### src/hdl/fh64_pkg.sv
// fh64_pkg: constants, widths and mixing helpers of the fasthash64 engine.
// No dependencies; used by the interfaces, the multiplier and the top level.
package fh64_pkg;

  localparam int WORD_W  = 64;
  localparam int HALF_W  = 32;
  localparam int COUNT_W = 4;
  localparam int LEN_W   = 32;

  localparam logic [WORD_W-1:0] HASH_M  = 64'h8803_55f2_1e6d_1965;
  localparam logic [WORD_W-1:0] MIX_MUL = 64'h2127_599b_f432_5c37;
  localparam int MIX_SH1 = 23;
  localparam int MIX_SH2 = 47;
  localparam int FOLD_SH = 32;

  localparam logic [COUNT_W-1:0] FULL_COUNT = 4'd8;

  // First half of the mixer: xorshift right by 23.
  function automatic logic [WORD_W-1:0] mix_pre(input logic [WORD_W-1:0] x);
    return x ^ (x >> MIX_SH1);
  endfunction

  // Last half of the mixer: xorshift right by 47.
  function automatic logic [WORD_W-1:0] mix_post(input logic [WORD_W-1:0] x);
    return x ^ (x >> MIX_SH2);
  endfunction

  // Keep the valid low bytes; counts of 8 and above keep the whole word.
  function automatic logic [WORD_W-1:0] byte_mask(input logic [COUNT_W-1:0] cnt);
    logic [WORD_W-1:0] m;
    m = '0;
    for (int i = 0; i < WORD_W / 8; i++) begin
      if (cnt > COUNT_W'(i)) begin
        m[i*8 +: 8] = 8'hff;
      end
    end
    return m;
  endfunction

  // Fold a 64-bit hash to 32 bits as h - (h >> 32), upper half zero.
  function automatic logic [WORD_W-1:0] fold32(input logic [WORD_W-1:0] h);
    logic [HALF_W-1:0] lo;
    lo = h[HALF_W-1:0] - h[WORD_W-1:FOLD_SH];
    return {{(WORD_W-HALF_W){1'b0}}, lo};
  endfunction

endpackage

### src/hdl/fh64_in_if.sv
// fh64_in_if: valid/ready channel carrying one message word item.
// Depends on fh64_pkg for field widths.
interface fh64_in_if;
  logic                              valid;
  logic                              ready;
  logic [fh64_pkg::WORD_W-1:0]       data_word;
  logic [fh64_pkg::COUNT_W-1:0]      byte_count;
  logic                              first;
  logic                              last;
  logic [fh64_pkg::WORD_W-1:0]       seed;
  logic [fh64_pkg::LEN_W-1:0]        total_length;

  modport source (output valid, data_word, byte_count, first, last, seed, total_length,
                  input ready);
  modport sink (input valid, data_word, byte_count, first, last, seed, total_length,
                output ready);
endinterface

### src/hdl/fh64_out_if.sv
// fh64_out_if: valid/ready channel carrying one hash result item.
// Depends on fh64_pkg for the field width.
interface fh64_out_if;
  logic                        valid;
  logic                        ready;
  logic [fh64_pkg::WORD_W-1:0] hash_value;

  modport source (output valid, hash_value, input ready);
  modport sink (input valid, hash_value, output ready);
endinterface

### src/hdl/fast_hash_64.sv
// fast_hash_64: streaming fasthash64 engine, top level with the sequencer.
// Depends on fh64_pkg, fh64_in_if, fh64_out_if and fh64_mul.
//
//   channel   | dir | handshake          | payload
//   ----------+-----+--------------------+------------------------------------------
//   in_chan   | in  | valid / ready      | data_word, byte_count, first, last, seed,
//             |     |                    | total_length
//   out_chan  | out | valid / ready      | hash_value
//   cfg       | in  | cfg_we (no stall)  | cfg_wdata = fold_to_32
//
// Every 64-bit multiply runs on the shared unit as three 32x32 partial
// products plus the hand-back. A middle word takes two multiplies, a first
// item one more, and a last item one more plus the load of the output
// register. Items that do nothing only pass through the idle state.
// Reset (rst_n low, synchronous) clears the sequencer, message flag, mode and
// output valid. A result waits in the output register while out_chan stalls;
// the next item is taken meanwhile, and only a second result waits behind it.
module fast_hash_64 (
  input  logic          clk,
  input  logic          rst_n,
  fh64_in_if.sink       in_chan,
  fh64_out_if.source    out_chan,
  input  logic          cfg_we,
  input  logic          cfg_wdata
);

  typedef enum logic [2:0] {S_IDLE, S_INIT, S_WMIX, S_HMUL, S_FMIX, S_DONE} state_t;

  state_t                         state_r, state_nxt;
  logic                           fold_r;
  logic                           in_msg_r, in_msg_nxt;
  logic                           has_word_r, has_word_nxt;
  logic                           last_r, last_nxt;
  logic [fh64_pkg::WORD_W-1:0]    h_r, h_nxt;
  logic [fh64_pkg::WORD_W-1:0]    x_r, x_nxt;
  logic [fh64_pkg::WORD_W-1:0]    seed_r, seed_nxt;
  logic [fh64_pkg::WORD_W-1:0]    res_r, res_nxt;
  logic [fh64_pkg::WORD_W-1:0]    mul_a_r, mul_a_nxt;
  logic [fh64_pkg::WORD_W-1:0]    mul_b_r, mul_b_nxt;
  logic                           mul_start_r, mul_start_nxt;
  logic                           out_valid_r, out_valid_nxt;
  logic [fh64_pkg::WORD_W-1:0]    out_data_r, out_data_nxt;

  logic                           mul_done;
  logic [fh64_pkg::WORD_W-1:0]    mul_p;
  logic [fh64_pkg::WORD_W-1:0]    in_seed;
  logic [fh64_pkg::WORD_W-1:0]    in_x;
  logic [fh64_pkg::WORD_W-1:0]    init_h;

  fh64_mul u_mul (
    .clk     (clk),
    .rst_n   (rst_n),
    .start   (mul_start_r),
    .op_a    (mul_a_r),
    .op_b    (mul_b_r),
    .done    (mul_done),
    .product (mul_p)
  );

  // Seed is cut to 32 bits in folded mode; the word is masked and half-mixed.
  assign in_seed = fold_r ? {{(fh64_pkg::WORD_W-fh64_pkg::HALF_W){1'b0}},
                             in_chan.seed[fh64_pkg::HALF_W-1:0]}
                          : in_chan.seed;
  assign in_x   = fh64_pkg::mix_pre(in_chan.data_word & fh64_pkg::byte_mask(in_chan.byte_count));
  assign init_h = seed_r ^ mul_p;

  always_comb begin
    state_nxt     = state_r;
    in_msg_nxt    = in_msg_r;
    has_word_nxt  = has_word_r;
    last_nxt      = last_r;
    h_nxt         = h_r;
    x_nxt         = x_r;
    seed_nxt      = seed_r;
    res_nxt       = res_r;
    mul_a_nxt     = mul_a_r;
    mul_b_nxt     = mul_b_r;
    mul_start_nxt = 1'b0;
    out_valid_nxt = out_valid_r;
    out_data_nxt  = out_data_r;

    // Drop the result once the sink takes it.
    if (out_valid_r && out_chan.ready) begin
      out_valid_nxt = 1'b0;
    end

    unique case (state_r)
      S_IDLE: begin
        if (in_chan.valid) begin
          x_nxt        = in_x;
          has_word_nxt = (in_chan.byte_count != '0);
          last_nxt     = in_chan.last;
          seed_nxt     = in_seed;
          if (in_chan.first) begin
            // Start a new message: h = seed ^ (length * M).
            in_msg_nxt    = !in_chan.last;
            mul_a_nxt     = {{(fh64_pkg::WORD_W-fh64_pkg::LEN_W){1'b0}},
                             in_chan.total_length};
            mul_b_nxt     = fh64_pkg::HASH_M;
            mul_start_nxt = 1'b1;
            state_nxt     = S_INIT;
          end else if (in_msg_r) begin
            in_msg_nxt = !in_chan.last;
            if (in_chan.byte_count != '0) begin
              mul_a_nxt     = in_x;
              mul_b_nxt     = fh64_pkg::MIX_MUL;
              mul_start_nxt = 1'b1;
              state_nxt     = S_WMIX;
            end else if (in_chan.last) begin
              mul_a_nxt     = fh64_pkg::mix_pre(h_r);
              mul_b_nxt     = fh64_pkg::MIX_MUL;
              mul_start_nxt = 1'b1;
              state_nxt     = S_FMIX;
            end
          end
          // Items outside a message without first are ignored.
        end
      end
      S_INIT: begin
        if (mul_done) begin
          h_nxt = init_h;
          if (has_word_r) begin
            mul_a_nxt     = x_r;
            mul_b_nxt     = fh64_pkg::MIX_MUL;
            mul_start_nxt = 1'b1;
            state_nxt     = S_WMIX;
          end else if (last_r) begin
            mul_a_nxt     = fh64_pkg::mix_pre(init_h);
            mul_b_nxt     = fh64_pkg::MIX_MUL;
            mul_start_nxt = 1'b1;
            state_nxt     = S_FMIX;
          end else begin
            state_nxt = S_IDLE;
          end
        end
      end
      S_WMIX: begin
        if (mul_done) begin
          // Fold the mixed word into the hash, then scale by M.
          mul_a_nxt     = h_r ^ fh64_pkg::mix_post(mul_p);
          mul_b_nxt     = fh64_pkg::HASH_M;
          mul_start_nxt = 1'b1;
          state_nxt     = S_HMUL;
        end
      end
      S_HMUL: begin
        if (mul_done) begin
          h_nxt = mul_p;
          if (last_r) begin
            mul_a_nxt     = fh64_pkg::mix_pre(mul_p);
            mul_b_nxt     = fh64_pkg::MIX_MUL;
            mul_start_nxt = 1'b1;
            state_nxt     = S_FMIX;
          end else begin
            state_nxt = S_IDLE;
          end
        end
      end
      S_FMIX: begin
        if (mul_done) begin
          res_nxt   = fold_r ? fh64_pkg::fold32(fh64_pkg::mix_post(mul_p))
                             : fh64_pkg::mix_post(mul_p);
          state_nxt = S_DONE;
        end
      end
      S_DONE: begin
        // Hold the result until the output register frees up.
        if (!out_valid_r || out_chan.ready) begin
          out_valid_nxt = 1'b1;
          out_data_nxt  = res_r;
          state_nxt     = S_IDLE;
        end
      end
      default: state_nxt = S_IDLE;
    endcase
  end

  always_ff @(posedge clk) begin
    if (!rst_n) begin
      state_r     <= S_IDLE;
      in_msg_r    <= 1'b0;
      fold_r      <= 1'b0;
      mul_start_r <= 1'b0;
      out_valid_r <= 1'b0;
      h_r         <= '0;
    end else begin
      state_r     <= state_nxt;
      in_msg_r    <= in_msg_nxt;
      mul_start_r <= mul_start_nxt;
      out_valid_r <= out_valid_nxt;
      h_r         <= h_nxt;
      if (cfg_we) begin
        fold_r <= cfg_wdata;
      end
    end
    has_word_r <= has_word_nxt;
    last_r     <= last_nxt;
    x_r        <= x_nxt;
    seed_r     <= seed_nxt;
    res_r      <= res_nxt;
    mul_a_r    <= mul_a_nxt;
    mul_b_r    <= mul_b_nxt;
    out_data_r <= out_data_nxt;
  end

  assign in_chan.ready       = (state_r == S_IDLE);
  assign out_chan.valid      = out_valid_r;
  assign out_chan.hash_value = out_data_r;

`ifndef SYNTHESIS
  // The multiplier hands back a product for each start.
  a_mul_latency: assert property (@(posedge clk) disable iff (!rst_n)
    mul_start_r |-> ##3 mul_done)
    else $error("multiplier done not three cycles after start");

  // A product only arrives while the sequencer waits on one.
  a_done_in_mul_state: assert property (@(posedge clk) disable iff (!rst_n)
    mul_done |-> (state_r == S_INIT || state_r == S_WMIX ||
                  state_r == S_HMUL || state_r == S_FMIX))
    else $error("multiplier done outside a multiply state");

  // A new result is loaded only from the result-wait state.
  a_out_from_done: assert property (@(posedge clk) disable iff (!rst_n)
    $rose(out_valid_r) |-> $past(state_r == S_DONE))
    else $error("output loaded outside the result-wait state");

  // Start never repeats before the running multiply finishes.
  a_start_pulse: assert property (@(posedge clk) disable iff (!rst_n)
    mul_start_r |=> !mul_start_r)
    else $error("multiplier restarted while busy");
`endif

endmodule

### src/hdl/fh64_mul.sv
// fh64_mul: 64x64 -> low 64 bit multiplier built on one 32x32 multiplier,
// three partial products taken in turn. Depends on fh64_pkg.
module fh64_mul (
  input  logic                        clk,
  input  logic                        rst_n,
  input  logic                        start,
  input  logic [fh64_pkg::WORD_W-1:0] op_a,
  input  logic [fh64_pkg::WORD_W-1:0] op_b,
  output logic                        done,
  output logic [fh64_pkg::WORD_W-1:0] product
);

  typedef enum logic [1:0] {STEP_LO, STEP_CROSS_A, STEP_CROSS_B} step_t;

  step_t                          step_r, step_nxt;
  logic                           run_r, run_nxt;
  logic                           done_r, done_nxt;
  logic [fh64_pkg::WORD_W-1:0]    acc_r, acc_nxt;

  step_t                          step_cur;
  logic [fh64_pkg::HALF_W-1:0]    mul_x, mul_y;
  logic [fh64_pkg::WORD_W-1:0]    pp;

  // Operands stay stable from start until done.
  assign step_cur = run_r ? step_r : STEP_LO;
  assign mul_x = (step_cur == STEP_CROSS_B) ? op_a[fh64_pkg::WORD_W-1:fh64_pkg::HALF_W]
                                            : op_a[fh64_pkg::HALF_W-1:0];
  assign mul_y = (step_cur == STEP_CROSS_A) ? op_b[fh64_pkg::WORD_W-1:fh64_pkg::HALF_W]
                                            : op_b[fh64_pkg::HALF_W-1:0];
  assign pp = mul_x * mul_y;

  always_comb begin
    step_nxt = step_r;
    run_nxt  = run_r;
    done_nxt = 1'b0;
    acc_nxt  = acc_r;
    if (run_r) begin
      // Cross products only reach the upper half.
      acc_nxt = acc_r + {pp[fh64_pkg::HALF_W-1:0], {fh64_pkg::HALF_W{1'b0}}};
      unique case (step_r)
        STEP_CROSS_A: step_nxt = STEP_CROSS_B;
        STEP_CROSS_B: begin
          run_nxt  = 1'b0;
          done_nxt = 1'b1;
          step_nxt = STEP_LO;
        end
        default: step_nxt = STEP_LO;
      endcase
    end else if (start) begin
      acc_nxt  = pp;
      run_nxt  = 1'b1;
      step_nxt = STEP_CROSS_A;
    end
  end

  always_ff @(posedge clk) begin
    if (!rst_n) begin
      step_r <= STEP_LO;
      run_r  <= 1'b0;
      done_r <= 1'b0;
    end else begin
      step_r <= step_nxt;
      run_r  <= run_nxt;
      done_r <= done_nxt;
    end
    acc_r <= acc_nxt;
  end

  assign done    = done_r;
  assign product = acc_r;

endmodule

### src/flat_wrapper.sv
// flat-port wrapper written by rule: the top's interface ports become plain ports
module fast_hash_64_flat 
  (clk, rst_n, cfg_we, cfg_wdata, in_chan_valid, in_chan_data_word, in_chan_byte_count, in_chan_first, in_chan_last, in_chan_seed, in_chan_total_length, in_chan_ready, out_chan_valid, out_chan_hash_value, out_chan_ready);
  fh64_in_if in_chan_i ();
  fh64_out_if out_chan_i ();
  input  logic clk;
  input  logic rst_n;
  input  logic cfg_we;
  input  logic cfg_wdata;
  input wire logic [$bits(in_chan_i.valid)-1:0] in_chan_valid;
  input wire logic [$bits(in_chan_i.data_word)-1:0] in_chan_data_word;
  input wire logic [$bits(in_chan_i.byte_count)-1:0] in_chan_byte_count;
  input wire logic [$bits(in_chan_i.first)-1:0] in_chan_first;
  input wire logic [$bits(in_chan_i.last)-1:0] in_chan_last;
  input wire logic [$bits(in_chan_i.seed)-1:0] in_chan_seed;
  input wire logic [$bits(in_chan_i.total_length)-1:0] in_chan_total_length;
  output wire logic [$bits(in_chan_i.ready)-1:0] in_chan_ready;
  output wire logic [$bits(out_chan_i.valid)-1:0] out_chan_valid;
  output wire logic [$bits(out_chan_i.hash_value)-1:0] out_chan_hash_value;
  input wire logic [$bits(out_chan_i.ready)-1:0] out_chan_ready;
  assign in_chan_i.valid = in_chan_valid;
  assign in_chan_i.data_word = in_chan_data_word;
  assign in_chan_i.byte_count = in_chan_byte_count;
  assign in_chan_i.first = in_chan_first;
  assign in_chan_i.last = in_chan_last;
  assign in_chan_i.seed = in_chan_seed;
  assign in_chan_i.total_length = in_chan_total_length;
  assign in_chan_ready = in_chan_i.ready;
  assign out_chan_valid = out_chan_i.valid;
  assign out_chan_hash_value = out_chan_i.hash_value;
  assign out_chan_i.ready = out_chan_ready;
  fast_hash_64 u_core (.clk(clk), .rst_n(rst_n), .in_chan(in_chan_i), .out_chan(out_chan_i), .cfg_we(cfg_we), .cfg_wdata(cfg_wdata));
endmodule
### config.mk
export PLATFORM = sky130hd
export DESIGN_NAME = fast_hash_64_flat
export DESIGN_NICKNAME = d
export VERILOG_FILES = /design/src/hdl/fh64_pkg.sv /design/src/hdl/fh64_in_if.sv /design/src/hdl/fh64_out_if.sv /design/src/hdl/fast_hash_64.sv /design/src/hdl/fh64_mul.sv /design/src/flat_wrapper.sv
export SDC_FILE = /design/constraint.sdc
export NUM_CORES = 2
export LEC_CHECK = 0
export BUFFER_PORTS_ARGS = -buffer_cell sky130_fd_sc_hd__buf_2
export CAP_MARGIN = 20
export CORE_ASPECT_RATIO = 0.9
export CORE_MARGIN = 2
export CORE_UTILIZATION = 45
export CTS_CLUSTER_SIZE = 30
export DETAILED_ROUTE_END_ITERATION = 12
export PLACE_DENSITY_LB_ADDON = 0.25
export SETUP_SLACK_MARGIN = 0.02
export SYNTH_ARGS = -nofsm -noshare
export SYNTH_HDL_FRONTEND = slang
export SYNTH_SLANG_ARGS = --single-unit
### constraint.sdc
create_clock -name clk -period 24.7 [get_ports clk]
set_clock_uncertainty 0.15 [all_clocks]
set_input_delay 4.94 -clock clk [delete_from_list [all_inputs] [get_ports clk]]
set_output_delay 4.94 -clock clk [all_outputs]
set_load 0.01 [all_outputs]
==> impl_metrics.tcl <==
set metrics [dict create \
    outcome "finished clean" \
    synth_compound_area_share_pct 9.085 \
    grt_pass1_vias 47036 \
    cp_num_buf_inv 5 \
    slew_headroom_pct 8.835 \
    rows 127 \
    synth_area_per_cell_um2 9.650 \
    synth_fa_ha_area_share_pct 36.58 \
    worstSetupPathType "flip-flop to flip-flop" \
    clk_pin_slew_worst_paths_ns 0.06 \
    die-area_um2 137000 \
    fin_crit_sh_pct 45.18 \
    grt_pass1_wl_um 313900 \
    critPathLaunchType "flip-flop" \
    wl_um 212500 \
    syn-num-nets 7648 \
    drive_gt1_share_pct 9.384 \
    synth_xor_area_share_pct 6.150 \
    cp_data_required_time_ns 25.01 \
    syn2layout_area_growth_pct 8.388 \
    async_reset_ff_share_pct 0 \
    start_util_pct 45.30 \
    drc 0 \
    antenna_found_initial 10 \
    worstPathMaxFanout 49 \
    routed_via_density 5.823 \
    routedWlPerCell_um 26.22 \
    die_x_um 389.9 \
    synth_cell_types 94 \
    max_cap_violations 0 \
    crit_top_cell "fa_1" \
    synth_edf_count 450 \
    die_h_um 351.3 \
    synthCells 6251 \
    core_area_um2 133200 \
    cts_buffers 56 \
    synth_simple_gate_area_share_pct 12.42 \
    synth.area.mux_share_pct 2.860 \
    grtUsageTotal_pct 31.17 \
    layout_commonest_cell "inv_1" \
    drv_slew 0 \
    gp_congestion 1.015 \
    grt_overflow 0 \
    cts_hold_buf 0 \
    final_cell_mix "939 x inv_1, 920 x nand2_1, 898 x fa_1" \
    period_needed_ns 11.16 \
    drt_iter0_markers 5616 \
    hpwlAfterDp_um 165800 \
    portBuffers 237 \
    clock_sinks 525 \
    setup_viol_count_final 0 \
    slowest_stage "mux2_2" \
    drt_first_pass_iters 6 \
    final_area_um2 65380 \
    ctsResizeCount 0 \
    synth_top_family_by_area "adder cells" \
    rrSetupSlack_ns 13.54 \
    hold_viol 0 \
    worstMarginPinSlew_ns 1.353 \
    fin_nets 7712 \
    rsz0062_at_grt "no" \
    hp-class "flip-flop to flip-flop" \
    synth-seq-area-share_pct 24.89 \
    ys_warn_count 0 \
    ios 238 \
    drtAntennaViolNets 0 \
    clock_latency_ns 0.68 \
    h-tree-depth 2 \
    cts_tree "yes" \
    max_freq_mhz 89.61 \
    grt_max_degree 93 \
    cts_buffer_depth 3 \
    arrival_ns 11.47 \
    via_count 47187 \
    synth_flop_cell "edfxtp_1" \
    tns_ns 0 \
    worstSetupEndpointType "flip-flop" \
    place_area_um2 63260 \
    syn_area_um2 60320 \
    ys_ff_latch 525 \
    nFillCells 12362 \
    slowest_delay_ns 0.91 \
    cts_setup_buffers 0 \
    cp_top_family "adder cells" \
    cts-root-buf "clkbuf_16" \
]
[Yosys cell counts (6+ instances only)]
library cell | number | area, um^2
inv_1 | 939 | 3525
nand2_1 | 921 | 3457
fa_1 | 898 | 17980
nor2_1 | 588 | 2207
edfxtp_1 | 450 | 13510
ha_1 | 327 | 4091
clkbuf_1 | 295 | 1107
a21oi_1 | 258 | 1291
xnor2_1 | 227 | 1988
xor2_1 | 194 | 1699
o21ai_0 | 177 | 885.9
a211oi_1 | 95 | 713.2
mux2i_1 | 88 | 880.8
dfxtp_1 | 75 | 1501
mux2_2 | 75 | 844.6
a21o_1 | 54 | 405.4
and2_1 | 50 | 312.8
nor2b_1 | 46 | 287.8
a221oi_1 | 45 | 394.1
nand3_1 | 39 | 195.2
nor3_1 | 39 | 195.2
and3_1 | 30 | 187.7
o22ai_1 | 26 | 162.7
buf_1 | 25 | 93.84
nand2b_1 | 25 | 156.4
o21bai_1 | 25 | 187.7
a222oi_1 | 23 | 230.2
or3_1 | 19 | 118.9
nand4_1 | 18 | 112.6
a31oi_1 | 17 | 106.4
o211ai_1 | 16 | 120.1
o21a_1 | 15 | 112.6
o21ai_1 | 9 | 45.04
o31ai_1 | 8 | 60.06
or2_2 | 7 | 43.79
a211o_1 | 6 | 52.55
[final timing paths]
kind                                          from                              to  cells after the start
worst max register to register  u_core.u_mul.run_r        u_core.u_mul.product[63]                     30
worst min-delay path              u_core.res_r[29]  u_core.out_chan.hash_value[29]                      0
worst max-delay path            u_core.u_mul.run_r        u_core.u_mul.product[63]                     30
worst min register to register    u_core.res_r[29]  u_core.out_chan.hash_value[29]                      0
[sequential cells by signal, indices dropped and copies added (netlist names), 2 cells and up]
| register | count |
|---|---|
| u_core.x_r | 64 |
| u_core.mul_a_r | 64 |
| u_core.u_mul.product | 64 |
| u_core.out_chan.hash_value | 64 |
| u_core.state_r | 3 |
| u_core.mul_b_r | 64 |
| u_core.u_mul.step_r | 2 |
| u_core.seed_r | 64 |
| u_core.res_r | 64 |
| u_core.h_r | 64 |
[kinds of logic (layout without fill, tap and decap cells)]
logic type,after synthesis,after routing
other cells,0,1
xor+xnor,422,422
fa+ha+maj,1225,1225
buf+inv,1273,1384
mux,163,163
flops,525,525
simple gates,1808,1808
compound gates,835,835
[metrics by stage]
step                      setup slack (ns)  instances  hold WS, ns  utilization [%]
after detailed placement             13.57       7991       0.2545            47.51
after global routing                 13.06       8103       0.2716            49.10
final                                13.54       8104       0.2646            49.10
after CTS                            13.44       8096       0.2655            49.05
after floorplan                      13.41       6251       0.2503                -
after global placement               13.77       7991       0.2524            47.51
[layout make-up]
class | instances | area [um^2] | area share (%)
Antenna cell | 1 | 2.502 | 0.003827
Sequential cell | 525 | 15020 | 22.97
Timing Repair Buffer | 339 | 1972 | 3.016
Clock buffer | 62 | 1455 | 2.226
Multi-Input combinational cell | 4453 | 40640 | 62.15
Tap cell | 1741 | 2178 | 3.332
Clock inverter | 43 | 589.3 | 0.9013
Inverter | 940 | 3528 | 5.396
[worst reg2reg max path: cells and delay by family (launching register included)]
kind                     cells  cell delay, ns
AO/OA/AOI/OAI                5            0.94
AND/OR/NAND/NOR              6            1.44
multiplexers                 2            1.09
buffers and inverters        5            1.15
XOR/XNOR                     2            0.83
flip-flops                   1            0.45
adder cells (fa/ha/maj)     10            4.89
[routing by layer]
| layer | vias to the layer above | routed length (um) | GRT usage, % | part of all wire, % |
|---|---|---|---|---|
| li1 | 20132 | - | - | - |
| met1 | 24125 | 88720 | 44.66 | 42 |
| met2 | 2524 | 90480 | 45.83 | 43 |
| met3 | 400 | 24820 | 8.085 | 12 |
| met4 | 6 | 8412 | 10.57 | 4.0 |
| met5 | - | 34 | 0 | 0.016 |
Power is not shown: default switching activity piles up to over one toggle a cycle in this logic, so the estimate is an artifact.
